$ cat src/rtl/wmv_pkg.sv
// ----------------------------------------------------------------------------
// wmv_pkg
// Shared field widths, the controller state type and the command and status
// bundles that pass between the vote controller and its datapath.
// ----------------------------------------------------------------------------
package wmv_pkg;

  localparam int DEV_W   = 1;
  localparam int OBJ_W   = 6;
  localparam int LVL_W   = 3;
  localparam int WSIZE_W = 5;

  localparam logic [WSIZE_W-1:0] WSIZE_RST = 5'd4;

  typedef enum logic [2:0] {
    ST_CLEAR,
    ST_IDLE,
    ST_META,
    ST_UPDATE,
    ST_COUNT,
    ST_DRAIN,
    ST_FINISH
  } ctrl_state_e;

  typedef struct packed {
    logic clr_en;
    logic latch_in;
    logic meta_rd;
    logic update;
    logic issue_rd;
    logic load_out;
  } dp_cmd_t;

  typedef struct packed {
    logic clr_last;
    logic issue_last;
    logic out_busy;
  } dp_status_t;

endpackage

$ cat src/rtl/wmv_ctrl.sv
// ----------------------------------------------------------------------------
// wmv_ctrl
// Sequencer for the vote: clearing pass, item intake, history update,
// counting sweep and result hand-off.
// ----------------------------------------------------------------------------
module wmv_ctrl (
  input  logic                clk_i,
  input  logic                rst_ni,
  input  logic                in_valid_i,
  output logic                in_ready_o,
  input  wmv_pkg::dp_status_t status_i,
  output wmv_pkg::dp_cmd_t    cmd_o
);

  wmv_pkg::ctrl_state_e state_q, state_d;

  always_ff @(posedge clk_i or negedge rst_ni) begin
    if (!rst_ni) begin
      state_q <= wmv_pkg::ST_CLEAR;
    end else begin
      state_q <= state_d;
    end
  end

  always_comb begin
    state_d    = state_q;
    cmd_o      = '0;
    in_ready_o = 1'b0;
    unique case (state_q)
      wmv_pkg::ST_CLEAR: begin
        cmd_o.clr_en = 1'b1;
        if (status_i.clr_last) state_d = wmv_pkg::ST_IDLE;
      end
      wmv_pkg::ST_IDLE: begin
        in_ready_o = 1'b1;
        if (in_valid_i) begin
          cmd_o.latch_in = 1'b1;
          state_d        = wmv_pkg::ST_META;
        end
      end
      wmv_pkg::ST_META: begin
        cmd_o.meta_rd = 1'b1;
        state_d       = wmv_pkg::ST_UPDATE;
      end
      wmv_pkg::ST_UPDATE: begin
        cmd_o.update = 1'b1;
        state_d      = wmv_pkg::ST_COUNT;
      end
      wmv_pkg::ST_COUNT: begin
        cmd_o.issue_rd = 1'b1;
        if (status_i.issue_last) state_d = wmv_pkg::ST_DRAIN;
      end
      wmv_pkg::ST_DRAIN: begin
        // The last history entry is counted during this cycle.
        state_d = wmv_pkg::ST_FINISH;
      end
      wmv_pkg::ST_FINISH: begin
        if (!status_i.out_busy) begin
          cmd_o.load_out = 1'b1;
          state_d        = wmv_pkg::ST_IDLE;
        end
      end
    endcase
  end

endmodule

$ cat config.mk
export PLATFORM = sky130hd
export DESIGN_NAME = wmv_ctrl
export DESIGN_NICKNAME = d
export VERILOG_FILES = /design/src/rtl/wmv_pkg.sv /design/src/rtl/wmv_ctrl.sv
export SDC_FILE = /design/constraint.sdc
export NUM_CORES = 1
export LEC_CHECK = 0
export BUFFER_PORTS_ARGS = -buffer_cell sky130_fd_sc_hd__buf_2
export CORE_AREA = 2 2 39 41
export CTS_CLUSTER_SIZE = 8
export DETAILED_ROUTE_END_ITERATION = 8
export DIE_AREA = 0 0 41 43
export PLACE_DENSITY_LB_ADDON = 0.2
export SYNTH_ARGS = -nofsm -noshare
export SYNTH_HDL_FRONTEND = slang
export SYNTH_SLANG_ARGS = --single-unit
$ cat constraint.sdc
create_clock -name clk_i -period 2 [get_ports clk_i]
set_clock_uncertainty 0.1 [all_clocks]
set_input_delay 0.4 -clock clk_i [delete_from_list [all_inputs] [get_ports clk_i]]
set_output_delay 0.4 -clock clk_i [all_outputs]
set_load 0.02 [all_outputs]
==> metrics.txt <==
initial core utilization=13.7%; synth warn=0; number of slew-limit violations in the final report=0; diodes inserted=0; final RePlAce weighted congestion=0.700; Reg power frac=29.4%; combinational share of power=49.5%; final period utilization=87.3%; total congestion overflow after global routing=0; first-pass iteration count of the detailed router=4; Mapped Cells=25; stage delay of the slowest cell on the critical path=0.48 ns; NumNets Final=48; Worst Path Max Fanout=11; FILL cells=159; flip-flop and latch count after synthesis=3; largest register by flop count=state_q; total vias in the final route=234; Setup Total Neg Slack=0 ns; total of buffers placed on input and output ports=12; average vias per placed instance=4.11; most common cell after layout, fill and taps aside=sky130_fd_sc_hd__buf_2; die area=1760 um2; Clk pin slew, worst setup/hold paths=0.04 ns; post-synthesis area per instance=7.61 um2; fraction of final layout cells sized beyond drive strength 1=36.6%; global-route wire length before repair=903 um; summed instance area of the synthesized netlist=190 um2; post-detailed-routing wire length=514 um; data arrival time of the worst path=1.25 ns; horizontal die dimension=41 um; setup repair after global routing missed its margin=no; CTS Sinks=3; cell family with most CP delay=flip-flops; Final Hold Fails=0; core footprint=1380 um2; vias in the first global route=221; chain of cells forming the critical path=nor3_1 -> and2_1 -> buf_2; power per cell area=1680 nW/um2; sequential-to-total area share from yosys stat=39.5%; buffer and inverter count on the worst path=1; DRC marker count from the first detailed-route iteration=3; CTS buffer count=3; critical path class=reg -> out; final setup fails=0; cell internal pwr=0.263 mW; detailed placer's ending HPWL=392 um; area occupied by multi-input gates=98.8 um2; registers with the most flip-flops=state_q x3; worst reg2reg setup slack=0.57 ns; layout overhead on the synthesized area=58.6%; time the worst path needs with I/O delays and setup=1.75 ns; area taken by flip-flops and latches=75.1 um2; initial antenna violation count=0; power after layout=0.507 mW; actual slew at the worst max-slew pin=0.310 ns; CTS max path bufs=2; TritonCTS clock tree=built; cell with the biggest individual delay on the critical path=sky130_fd_sc_hd__dfrtp_1; average wire length per cell after detail routing=9.02 um; std cell rows=14; relative slew slack=79.4%; startpoint type of the worst setup path=flop; Vert. Die Dim=43 um; remaining antenna violation count=0; setup fix buffers added after clock tree synthesis=0; pin count of the biggest net entering global routing=12; htree depth=1; later-pin clock latency in the skew report=0.23 ns; cell leakage power=0.158 nW; sw power=0.244 mW; Synth Net Count=31; Critical Path Sink Type=output pin; leading cell types in the layout, fill and taps excluded=sky130_fd_sc_hd__buf_2, sky130_fd_sc_hd__nor3_1; DRC=0; maximum vdd drop=375 uV; required time at the endpoint of the critical path=1.50 ns; Netlist cell types=14; number of violations of the max-capacitance limit=0; maximum operating frequency=573 MHz; global-route usage over all layers=7.96%; clock network fraction of total power=21.1%; net switching fraction of the power=48.2%; Hold Path Class=in -> async; count of pins on the block boundary=13; run status=finished, final reports clean; number of flip-flops under the largest register name=3; master cell of the clock root buffer=sky130_fd_sc_hd__clkbuf_4
-- cell type report --
class	instances	share of cell area, %
Clock buffer	4	8.71
Inverter	3	3.73
Multi-Input combinational cell	18	32.8
Sequential cell	3	24.9
Tap cell	16	6.64
Timing Repair Buffer	13	23.2
-- synth_stat cells --
library cell / number / area [um2]
sky130_fd_sc_hd__nand3b_1: 1 / 7.51
sky130_fd_sc_hd__nand2_1: 2 / 7.51
sky130_fd_sc_hd__o211ai_1: 1 / 7.51
sky130_fd_sc_hd__o22ai_1: 1 / 6.26
sky130_fd_sc_hd__or4_1: 1 / 7.51
sky130_fd_sc_hd__nor3_1: 4 / 20.0
sky130_fd_sc_hd__a21boi_0: 1 / 7.51
sky130_fd_sc_hd__buf_2: 1 / 5.00
sky130_fd_sc_hd__o21ai_0: 3 / 15.0
sky130_fd_sc_hd__a31oi_1: 1 / 6.26
sky130_fd_sc_hd__and2_1: 1 / 6.26
sky130_fd_sc_hd__dfrtp_1: 3 / 75.1
sky130_fd_sc_hd__inv_1: 3 / 11.3
sky130_fd_sc_hd__nor2_1: 2 / 7.51
-- cell families after synthesis --
family                 synth area share [%]
and+or+nand+nor                        29.6
AOI/OAI and AO/OA                      22.4
buffers and inverters                  8.55
DFF                                    39.5
-- worst paths after layout --
path | cells after the start | from | to
max in group asynchronous | 2 | rst_ni | state_q[1]$_DFFE_PN0P_
min reg2reg | 1 | state_q[2]$_DFFE_PN0P_ | state_q[0]$_DFFE_PN0P_
max | 3 | state_q[1]$_DFFE_PN0P_ | cmd_o[4]
max reg2reg | 3 | state_q[1]$_DFFE_PN0P_ | state_q[0]$_DFFE_PN0P_
min in group clk_i | 3 | status_i[1] | state_q[0]$_DFFE_PN0P_
min | 2 | rst_ni | state_q[0]$_DFFE_PN0P_
-- power groups by stage --
| stage | sequential, mW | combinational [mW] | clock, mW |
|---|---|---|---|
| 2_1_floorplan | 0.119 | 0.203 | 0 |
| 3_3_place_gp | 0.150 | 0.259 | 0 |
| 3_5_place_dp | 0.149 | 0.249 | 0 |
| 4_1_cts | 0.149 | 0.251 | 0.111 |
| 5_1_grt | 0.160 | 0.280 | 0.121 |
| 6_report | 0.149 | 0.251 | 0.107 |
-- metal layers --
metal	global-route usage (%)	part of all wire [%]	routed length (um)
met1	10.4	47	244
met2	8.75	44	226
met3	3.66	8.2	42
met4	8.00	0	0
met5	0	0	0
-- metrics by stage --
step                std cells  hold WS (ns)  worst slack (ns)  util, %  area [um2]
finish                     57         0.388             0.255     21.8         302
global route               57         0.411             0.121     21.8         302
CTS                        57         0.385             0.236     21.8         302
detailed placement         52         0.100             0.491     19.2         265
global placement           52        0.0995             0.471     19.2         265
floorplan                  25       0.00441             0.120        -         190
-- what timing repair did --
item,CTS,global route
gates resized for setup,0,0
hold endpoints to repair,3,0
hold buffers,1,0
-- worst register-to-register path: cells and delay by family (launching register included) --
kind / cells / cell delay (ns)
flops: 1 / 0.48
compound gates: 2 / 0.17
simple gates: 1 / 0.55
Note: power is estimated with default switching activity, not from simulation.
